`src/rtl/core/interrupt_priority_dispatch_assert.svh`:
```
// Assertion macros for the interrupt dispatch block.
// Define NO_ASSERTIONS to compile them away.
`ifndef INTERRUPT_PRIORITY_DISPATCH_ASSERT_SVH
`define INTERRUPT_PRIORITY_DISPATCH_ASSERT_SVH

`ifndef NO_ASSERTIONS

`define IPD_ASSERT_HOLDS(lbl, clk, rstn, prop) \
    lbl: assert property (@(posedge clk) disable iff (!rstn) prop) \
        else $error("ipd assertion failed");

`define IPD_ASSERT_NEXT(lbl, clk, rstn, ante, cons) \
    lbl: assert property (@(posedge clk) disable iff (!rstn) (ante) |=> (cons)) \
        else $error("ipd assertion failed");

`else

`define IPD_ASSERT_HOLDS(lbl, clk, rstn, prop)

`define IPD_ASSERT_NEXT(lbl, clk, rstn, ante, cons)

`endif

`endif

```
`src/rtl/core/ipd_pkg.sv`:
```
`default_nettype none

package ipd_pkg;

    localparam int NUM_SOURCES = 5;
    localparam int SRC_W       = 3;
    localparam int JOB_DEPTH   = 4;
    localparam int PTR_W       = $clog2(JOB_DEPTH);
    localparam int CNT_W       = $clog2(JOB_DEPTH + 1);

    localparam logic [15:0] VECTOR_BASE  = 16'h0040;
    localparam logic [15:0] PC_HIGH_MASK = 16'hFF00;

    typedef enum logic [1:0] {
        KIND_REQUEST = 2'd0,
        KIND_ENABLE  = 2'd1,
        KIND_MASTER  = 2'd2,
        KIND_SERVICE = 2'd3
    } kind_t;

    typedef enum logic [1:0] {
        PH_HIGH  = 2'd0,
        PH_LOW   = 2'd1,
        PH_FINAL = 2'd2
    } phase_t;

    typedef struct packed {
        kind_t        kind;
        logic [2:0]   source;
        logic [4:0]   value;
        logic [15:0]  pc;
        logic [15:0]  sp;
    } in_item_t;

    typedef struct packed {
        logic         write_valid;
        logic [15:0]  write_addr;
        logic [7:0]   write_data;
        logic         taken;
        logic [15:0]  new_pc;
        logic [15:0]  new_sp;
        logic [4:0]   pending_flags;
        logic         last;
    } out_item_t;

    // Work handed from the front part to the back part.
    typedef struct packed {
        logic                   dispatch;
        logic [SRC_W-1:0]       src;
        logic [15:0]            pc;
        logic [15:0]            sp;
        logic [NUM_SOURCES-1:0] flags;
    } job_t;

    typedef struct packed {
        logic             full;
        logic             empty;
        logic [CNT_W-1:0] count;
    } queue_status_t;

    function automatic logic [15:0] vector_of(input logic [SRC_W-1:0] src);
        vector_of = VECTOR_BASE + {10'd0, src, 3'b000};
    endfunction

endpackage

`default_nettype wire

```
`src/rtl/core/interrupt_priority_dispatch.sv`:
```
// Channel  | Handshake           | Payload            | Transaction when
// ---------+---------------------+--------------------+-------------------------
// input    | push / full         | item   (in_item_t) | push high, full low
// result   | empty / pop         | result (out_item_t)| pop high, empty low
//
// An item is taken every cycle while the four-entry job queue has room.
// The back part emits one result per cycle from its output register while pop
// is high, so a dispatching service check yields three results and any other item one.
// The first result of an item is registered in the job queue, then in the output register.
// Reset clears the request flags, enables, master enable, queue and output.
// A stalled result port fills the queue, which then raises full.
`default_nettype none

`include "interrupt_priority_dispatch_assert.svh"

module interrupt_priority_dispatch
    import ipd_pkg::*;
(
    input  wire logic     clk,
    input  wire logic     rst_n,
    input  wire logic     push,
    output logic          full,
    input  wire in_item_t item,
    output logic          empty,
    input  wire logic     pop,
    output out_item_t     result
);

    job_t          front_job;
    job_t          head_job;
    queue_status_t q_status;
    logic          accept;
    logic          job_done;

    assign accept = push && !q_status.full;
    assign full   = q_status.full;

    ipd_front u_front (
        .clk    (clk),
        .rst_n  (rst_n),
        .accept (accept),
        .item   (item),
        .job    (front_job)
    );

    ipd_job_queue u_queue (
        .clk    (clk),
        .rst_n  (rst_n),
        .wr_en  (accept),
        .wr_job (front_job),
        .rd_en  (job_done),
        .rd_job (head_job),
        .status (q_status)
    );

    ipd_back u_back (
        .clk      (clk),
        .rst_n    (rst_n),
        .job      (head_job),
        .q_status (q_status),
        .job_done (job_done),
        .pop      (pop),
        .empty    (empty),
        .result   (result)
    );

    `IPD_ASSERT_HOLDS(a_count_bound, clk, rst_n, q_status.count <= CNT_W'(JOB_DEPTH))
    `IPD_ASSERT_HOLDS(a_write_not_last, clk, rst_n, (!empty && result.write_valid) |-> !result.last)
    `IPD_ASSERT_NEXT(a_write_followed, clk, rst_n, pop && !empty && result.write_valid, !empty)

endmodule

`default_nettype wire

```
`src/rtl/core/ipd_front.sv`:
```
`default_nettype none

module ipd_front
    import ipd_pkg::*;
(
    input  wire logic     clk,
    input  wire logic     rst_n,
    input  wire logic     accept,
    input  wire in_item_t item,
    output job_t          job
);

    logic [NUM_SOURCES-1:0] flags_reg, flags_next;
    logic [NUM_SOURCES-1:0] enable_reg, enable_next;
    logic                   master_reg, master_next;
    logic [NUM_SOURCES-1:0] ready;
    logic [SRC_W-1:0]       winner;
    logic                   dispatch;

    always_comb
    begin
        ready  = flags_reg & enable_reg;
        winner = '0;
        // Scan from the top so that the lowest enabled pending source wins.
        for (int i = NUM_SOURCES - 1; i >= 0; i--)
        begin
            if (ready[i])
            begin
                winner = SRC_W'(i);
            end
        end
        dispatch = (item.kind == KIND_SERVICE) && master_reg && (ready != '0);
    end

    always_comb
    begin
        flags_next  = flags_reg;
        enable_next = enable_reg;
        master_next = master_reg;
        case (item.kind)
            KIND_REQUEST:
            begin
                if (item.source < SRC_W'(NUM_SOURCES))
                begin
                    flags_next = flags_reg | (NUM_SOURCES'(1) << item.source);
                end
            end
            KIND_ENABLE:
            begin
                enable_next = item.value[NUM_SOURCES-1:0];
            end
            KIND_MASTER:
            begin
                master_next = item.value[0];
            end
            KIND_SERVICE:
            begin
                if (dispatch)
                begin
                    master_next = 1'b0;
                    flags_next  = flags_reg & ~(NUM_SOURCES'(1) << winner);
                end
            end
            default:
            begin
                flags_next = flags_reg;
            end
        endcase
    end

    always_ff @(posedge clk or negedge rst_n)
    begin
        if (!rst_n)
        begin
            flags_reg  <= '0;
            enable_reg <= '0;
            master_reg <= 1'b0;
        end
        else if (accept)
        begin
            flags_reg  <= flags_next;
            enable_reg <= enable_next;
            master_reg <= master_next;
        end
    end

    assign job.dispatch = dispatch;
    assign job.src      = winner;
    assign job.pc       = item.pc;
    assign job.sp       = item.sp;
    assign job.flags    = flags_next;

endmodule

`default_nettype wire

```
`src/rtl/core/ipd_job_queue.sv`:
```
`default_nettype none

module ipd_job_queue
    import ipd_pkg::*;
(
    input  wire logic    clk,
    input  wire logic    rst_n,
    input  wire logic    wr_en,
    input  wire job_t    wr_job,
    input  wire logic    rd_en,
    output job_t         rd_job,
    output queue_status_t status
);

    job_t             slots [JOB_DEPTH];
    job_t             head_reg;
    logic [PTR_W-1:0] wr_ptr_reg, wr_ptr_next;
    logic [PTR_W-1:0] rd_ptr_reg, rd_ptr_next;
    logic [CNT_W-1:0] count_reg, count_next;
    logic             do_wr, do_rd;

    assign status.full  = (count_reg == CNT_W'(JOB_DEPTH));
    assign status.empty = (count_reg == '0);
    assign status.count = count_reg;

    assign do_wr = wr_en && !status.full;
    assign do_rd = rd_en && !status.empty;

    always_comb
    begin
        wr_ptr_next = do_wr ? wr_ptr_reg + PTR_W'(1) : wr_ptr_reg;
        rd_ptr_next = do_rd ? rd_ptr_reg + PTR_W'(1) : rd_ptr_reg;
        count_next  = count_reg;
        if (do_wr && !do_rd)
        begin
            count_next = count_reg + CNT_W'(1);
        end
        else if (do_rd && !do_wr)
        begin
            count_next = count_reg - CNT_W'(1);
        end
    end

    always_ff @(posedge clk or negedge rst_n)
    begin
        if (!rst_n)
        begin
            wr_ptr_reg <= '0;
            rd_ptr_reg <= '0;
            count_reg  <= '0;
        end
        else
        begin
            wr_ptr_reg <= wr_ptr_next;
            rd_ptr_reg <= rd_ptr_next;
            count_reg  <= count_next;
        end
    end

    // The head entry is registered from the slot at the next read pointer; a job
    // written to that slot in the same cycle is forwarded straight through.
    always_ff @(posedge clk)
    begin
        if (do_wr)
        begin
            slots[wr_ptr_reg] <= wr_job;
        end
        if (do_wr && (wr_ptr_reg == rd_ptr_next))
        begin
            head_reg <= wr_job;
        end
        else
        begin
            head_reg <= slots[rd_ptr_next];
        end
    end

    assign rd_job = head_reg;

endmodule

`default_nettype wire

```
`src/rtl/core/ipd_back.sv`:
```
`default_nettype none

module ipd_back
    import ipd_pkg::*;
(
    input  wire logic          clk,
    input  wire logic          rst_n,
    input  wire job_t          job,
    input  wire queue_status_t q_status,
    output logic               job_done,
    input  wire logic          pop,
    output logic               empty,
    output out_item_t          result
);

    phase_t    phase_reg, phase_next;
    out_item_t out_reg, out_next;
    logic      out_valid_reg;
    logic      load;
    logic      is_last;
    logic [15:0] sp_m1, sp_m2;

    // The output register refills in the same cycle that its transaction is taken, if a job is waiting.
    assign load = !q_status.empty && (!out_valid_reg || pop);

    always_comb
    begin
        sp_m1    = job.sp - 16'd1;
        sp_m2    = job.sp - 16'd2;
        out_next = '0;
        out_next.pending_flags = job.flags;
        is_last    = 1'b1;
        phase_next = phase_reg;
        if (!job.dispatch)
        begin
            out_next.new_pc = job.pc;
            out_next.new_sp = job.sp;
            out_next.last   = 1'b1;
        end
        else
        begin
            case (phase_reg)
                PH_HIGH:
                begin
                    out_next.write_valid = 1'b1;
                    out_next.write_addr  = sp_m1;
                    out_next.write_data  = 8'((job.pc & PC_HIGH_MASK) >> 8);
                    is_last = 1'b0;
                end
                PH_LOW:
                begin
                    out_next.write_valid = 1'b1;
                    out_next.write_addr  = sp_m2;
                    out_next.write_data  = job.pc[7:0];
                    is_last = 1'b0;
                end
                PH_FINAL:
                begin
                    out_next.taken  = 1'b1;
                    out_next.new_pc = vector_of(job.src);
                    out_next.new_sp = sp_m2;
                    out_next.last   = 1'b1;
                end
                default:
                begin
                    out_next.last = 1'b1;
                end
            endcase
        end
        if (load)
        begin
            case (phase_reg)
                PH_HIGH:  phase_next = is_last ? PH_HIGH : PH_LOW;
                PH_LOW:   phase_next = PH_FINAL;
                PH_FINAL: phase_next = PH_HIGH;
                default:  phase_next = PH_HIGH;
            endcase
        end
    end

    always_ff @(posedge clk or negedge rst_n)
    begin
        if (!rst_n)
        begin
            phase_reg <= PH_HIGH;
        end
        else
        begin
            phase_reg <= phase_next;
        end
    end

    always_ff @(posedge clk or negedge rst_n)
    begin
        if (!rst_n)
        begin
            out_valid_reg <= 1'b0;
        end
        else if (load)
        begin
            out_valid_reg <= 1'b1;
        end
        else if (pop)
        begin
            out_valid_reg <= 1'b0;
        end
    end

    always_ff @(posedge clk)
    begin
        if (load)
        begin
            out_reg <= out_next;
        end
    end

    assign job_done = load && is_last;
    assign empty    = !out_valid_reg;
    assign result   = out_reg;

endmodule

`default_nettype wire

```
`config.mk`:
```
export PLATFORM = sky130hd
export DESIGN_NAME = interrupt_priority_dispatch
export DESIGN_NICKNAME = d
export VERILOG_FILES = /design/src/rtl/core/ipd_pkg.sv /design/src/rtl/core/interrupt_priority_dispatch.sv /design/src/rtl/core/ipd_front.sv /design/src/rtl/core/ipd_job_queue.sv /design/src/rtl/core/ipd_back.sv
export VERILOG_INCLUDE_DIRS = /design/src /design/src/rtl/core
export SDC_FILE = /design/constraint.sdc
export NUM_CORES = 1
export LEC_CHECK = 0
export ABC_AREA = 1
export BUFFER_PORTS_ARGS = -buffer_cell sky130_fd_sc_hd__buf_2
export CAP_MARGIN = 5
export CORE_MARGIN = 8
export CORE_UTILIZATION = 54
export CTS_BUF_LIST = sky130_fd_sc_hd__clkbuf_4 sky130_fd_sc_hd__clkbuf_8
export DETAILED_ROUTE_END_ITERATION = 7
export PLACE_DENSITY = 0.74
export SYNTH_ARGS = -nofsm -noshare
export SYNTH_HDL_FRONTEND = slang
export SYNTH_SLANG_ARGS = --single-unit
```
`constraint.sdc`:
```
create_clock -name clk -period 6.3 [get_ports clk]
set_clock_uncertainty 0.15 [all_clocks]
set_input_delay 1.26 -clock clk [delete_from_list [all_inputs] [get_ports clk]]
set_output_delay 1.26 -clock clk [all_outputs]
set_load 0.05 [all_outputs]
```
# Word-level counts from Yosys, hierarchy flattened
# Memories as Yosys holds them, arrays and structs flattened. A register that Yosys moved wholly into a read port is not among the register bits.
# Cells that the tools add are included.
# word_totals
word_cells	87
output_inout_bits	66
n_memories	1
register_bits	85
ram_bits	164
in_bits	46
# mem_list
memory	words	word_bits	rd	rd_ports_with_merged_regs	write_ports	line	text
u_queue.slots	4	41	1	1	1	ipd_job_queue.sv:15	job_t slots [JOB_DEPTH];
# op_classes
bitwise	4
shifts	2
n_addsub	7
order_cmp	1
n_mux	24
eq_ne	7
n_reduce_logical	25
# ops
operator	n
$pmux W25 S2	1
$mux W33	1
$mux W32	1
$mux W3	7
$sub A16 B1 Y16 const B	1
$sub A16 B2 Y16 const B	1
$and A5 B5 Y5	2
$mux W5	2
$pmux W5 S2	1
$shl A1 B3 Y5 const A	2
$logic_and A1 B1 Y1	9
$add A7 B6 Y8 const A	1
$mux W1	8
$eq A2 B2 Y1 const B	3
$reduce_bool A2 Y1	3
$logic_not A1 Y1	5
$not A5 Y5	1
$or A5 B5 Y5	1
$reduce_bool A5 Y1	1
$add A2 B1 Y2 const B	2
$eq A2 B1 Y1 const B	2
$logic_not A2 Y1	2
$pmux W2 S2	1
$add A3 B1 Y3 const B	1
11 further kinds	11

# Longest topological paths before layout
# depth
ltp_word	11
mapped_depth	14
ltp_nobuf	13

# Modules after synthesis
# From an unflattened synthesis, not the netlist that was laid out.
# hier_totals
cells_unflattened	1030
hier_area_um2	11463.5
# modules_own_cells
mod	seq_area_each_um2	n_inst	cells_per_inst	area_per_inst_um2
ipd_job_queue	5139.9	1	543	7048.0
ipd_back	1996.9	1	343	3353.2
ipd_front	275.3	1	142	1052.3
interrupt_priority_dispatch	0.0	1	2	10.0

# Least setup slack after synthesis
# OpenSTA, ideal clock, no wires.
# synth_timing
path_kind	input to register
from	in pop
to	reg u_queue.count_reg[1]
path_slack_ns	0.032
stages	8
required_time_ns	6.027
n_path_buf	0
arrival_ns	5.995
setup_ns	0.123
path_cell_list	nor2_1 -> a31oi_1 -> nand2_1 -> ha_1 -> inv_1 -> fa_1 -> nor2_1 -> a21oi_1
# synth_between
elab_chain_cells	7
word_cells_on_any_way	9
classes_between	1 x mux; 8 x reduce/logical
# synth_lines
item	line	text
from (decl)	interrupt_priority_dispatch.sv:25	input wire logic pop,
$logic_or A1 B1 Y1	ipd_back.sv:24	assign load = !q_status.empty && (!out_valid_reg || pop);
$logic_and A1 B1 Y1	ipd_back.sv:24	
net u_back.load	ipd_back.sv:19	logic load;
$logic_and A1 B1 Y1	ipd_back.sv:117	assign job_done = load && is_last;
$logic_and A1 B1 Y1	ipd_job_queue.sv:27	assign do_rd = rd_en && !status.empty;
$logic_not A1 Y1	ipd_job_queue.sv:34	if (do_wr && !do_rd)
$logic_and A1 B1 Y1	ipd_job_queue.sv:34	
$mux W3	ipd_job_queue.sv:34	
net u_queue.count_next[1]	ipd_job_queue.sv:19	logic [CNT_W-1:0] count_reg, count_next;
to (signal assigned)	ipd_job_queue.sv:56	count_reg <= count_next;
to (decl)	ipd_job_queue.sv:19	
# The timed path passes the listed nets, and every way through them passes these cells.
# A chain may end at the register's enable or synchronous reset.

==> results.toml <==
[status]
status = "finished clean"

[timing]
slew_headroom = 0.304
tightest_slew_ns = 1.04
post-route-min-period_ns = 3.69
rsz0062_at_grt = "no"
timing.final.ws_setup_ns = 2.61
finalCritPeriodShare = 0.586
setup_viol = 0
hold_viol_final = 0
drv_slew = 0
max_freq_ghz = 0.271
setup_tns_ns = 0

[pwr]
p_sw_frac = 0.440
power_leakage_nw = 5.01
power_density_nw_per_um2 = 597
clock_power_share = 0.204
peakVddDrop_mv = 0.344
p_comb_frac = 0.446
internal_power_w = 0.00423
p_switching_w = 0.00331
power_frac_seq = 0.350

[finish]
layout_common_cells = "edfxtp_1, nand2_1, buf_2"
fin_nets = 1102
drive_gt1_frac = 0.235
nFillCells = 1589
largest_reg_flops = 164
antenna_cells = 0
fin_util = 0.630
max_flop_register = "u_queue.slots"
final_common_cell = "edfxtp_1"
final_cells = 1344
syn_to_final_growth_pct = 15.6

[worst_setup_path]
cp-end-kind = "register"
r2r-end = "u_queue.count_reg[2]"
arrival_ns = 3.94
start_kind = "register"
rrSetupSlack_ns = 2.61
required_ns = 6.55
worstRegToRegCells = 13
cp_max_fo = 82
crit_type = "reg -> reg"

[grt]
grt_pass1_wl_um = 36400
grt_usage = 0.188
grt_pass1_vias = 7044
antenna_found_initial = 1
grt_max_degree = 83
overflow = 0

[yosys]
synthCells = 914
syn_avg_cell_area_um2 = 12.0
synth_top_area_cell = "edfxtp_1"
synthTopCellsByArea = "edfxtp_1, nand2_1, dfrtp_1"
synth_seq_cells = 251
synth_top_area_frac = 0.627
ys_seq_area_frac = 0.678
synth_nets = 973
yosys_warnings = 0
synth_cell_type_count = 46
syn_area_um2 = 10900

[cts]
hold_buffers = 0
clk_latency_ns = 0.55
clkTransAtPathRegs_ns = 0.06
clockRootBuffer = "clkbuf_8"
clockBufferDepth = 3
clock_sinks = 251
postCtsSetupBuffers = 0
cts_htree_levels = 2
cts_resized = 0
cts_buffers = 40
cts_tree = "built"

[floorplanning]
fp.dieW_um = 158
ioPinCount = 112
coreArea_um2 = 20000
rows = 52
start_util = 0.545
die_area_um2 = 25000
die_h_um = 158

[drt]
drtIter0Drc = 512
first_pass_iters = 5
via_per_inst = 5.40
num_vias = 7254
ant_nets = 0
drc = 0
detail_route.wirelength_um = 23300
wl_per_cell_um = 17.4

[placed_design]
place_ws_ns = 2.64
portBuffers = 111
hpwl_um = 15200
place_inst = 1271
place_congestion = 0.877

[run]
cap_violations = 0

[min_path]
hp-start = "u_queue.rd_ptr_reg[1]"
hold_path_depth = 1
hold_path_class = "reg -> reg"
min_to = "u_queue.rd_ptr_reg[1]"
[cell families after synthesis]
group | share of synthesized area
buf+inv | 0.0458
compound gates | 0.0752
flops | 0.678
fa+ha+maj | 0.0156
xor+xnor | 0.0103
simple gates | 0.171
mux | 0.00412
[power by group through the flow]
stage                     combinational (W)  clock, W  sequential [W]
after floorplan                     0.00184         0         0.00342
after global placement              0.00330         0         0.00267
after detailed placement            0.00335         0         0.00267
after CTS                           0.00336   0.00157         0.00264
after global routing                0.00364   0.00164         0.00269
final                               0.00336   0.00154         0.00264
[per-layer routing]
layer	wire, um	GRT usage	part of all wire	up-vias
met5	10	0	0.00043	-
met4	590	0.0799	0.025	2
met3	1970	0.0382	0.084	46
met2	11000	0.299	0.47	303
met1	9750	0.249	0.42	3421
li1	-	-	-	3482
[worst max-delay path, stage by stage, from the launching register on]
cell and delay, ns:
dfxtp_2 0.33, buf_4 0.67, nand2_1 0.10, nand3_1 0.11
nand2_1 0.51, nor2_1 0.37, inv_1 0.18, nand2_1 0.12
ha_1 0.16, inv_1 0.07, fa_1 0.38, a21oi_1 0.14
o21ai_0 0.11, xor2_1 0.15
[cell type report]
cell class / instances / area, um2 / area share
sequential: 251 / 7410 / 0.587
multi-input combinational: 558 / 3060 / 0.242
clock buffer: 54 / 687 / 0.0544
timing repair buffer: 123 / 646 / 0.0511
tap: 270 / 338 / 0.0267
inverter: 69 / 264 / 0.0209
clock inverter: 19 / 226 / 0.0179
[Yosys cell counts, drive strengths merged]
master  count
a21boi      2
mux2        4
o22ai      18
fa          1
buf        24
clkinv      1
o21ai      51
xor2        9
dfrtp      21
nand2     229
o311ai      1
a32o       16
nor3b       1
nor2       67
nand3      81
a211oi      1
a31oi       1
a21oi      40
a22oi       1
o21bai      1
ha         12
o32ai       1
edfxtp    228
a32oi       2
o31ai       2
inv        68
nand4      12
nor3        2
dfxtp       2
clkbuf     12
xnor2       3
[stage by stage]
| stage | hold slack, ns | cell area (um2) | total power [W] |
|---|---|---|---|
| 3_3_place_gp | 0.299 | 11700 | 0.00596 |
| 2_1_floorplan | 0.282 | 10900 | 0.00526 |
| 4_1_cts | 0.315 | 12600 | 0.00757 |
| 5_1_grt | 0.363 | 12600 | 0.00797 |
| 3_5_place_dp | 0.299 | 11700 | 0.00602 |
| 6_report | 0.314 | 12600 | 0.00754 |
[worst max-delay path by stage]
| stage | depth (start not counted) | slack (ns) | endpoint | from |
|---|---|---|---|---|
| floorplan | 8 | 0.03 | u_queue.count_reg[1] | pop |
| global placement | 13 | 2.72 | u_queue.count_reg[2] | register |
| detailed placement | 13 | 2.64 | u_queue.count_reg[2] | register |
| CTS | 13 | 2.63 | u_queue.count_reg[2] | register |
| global route | 13 | 2.31 | u_queue.count_reg[2] | register |
| finish | 13 | 2.61 | u_queue.count_reg[2] | register |
(Power assumes the default switching activity.)
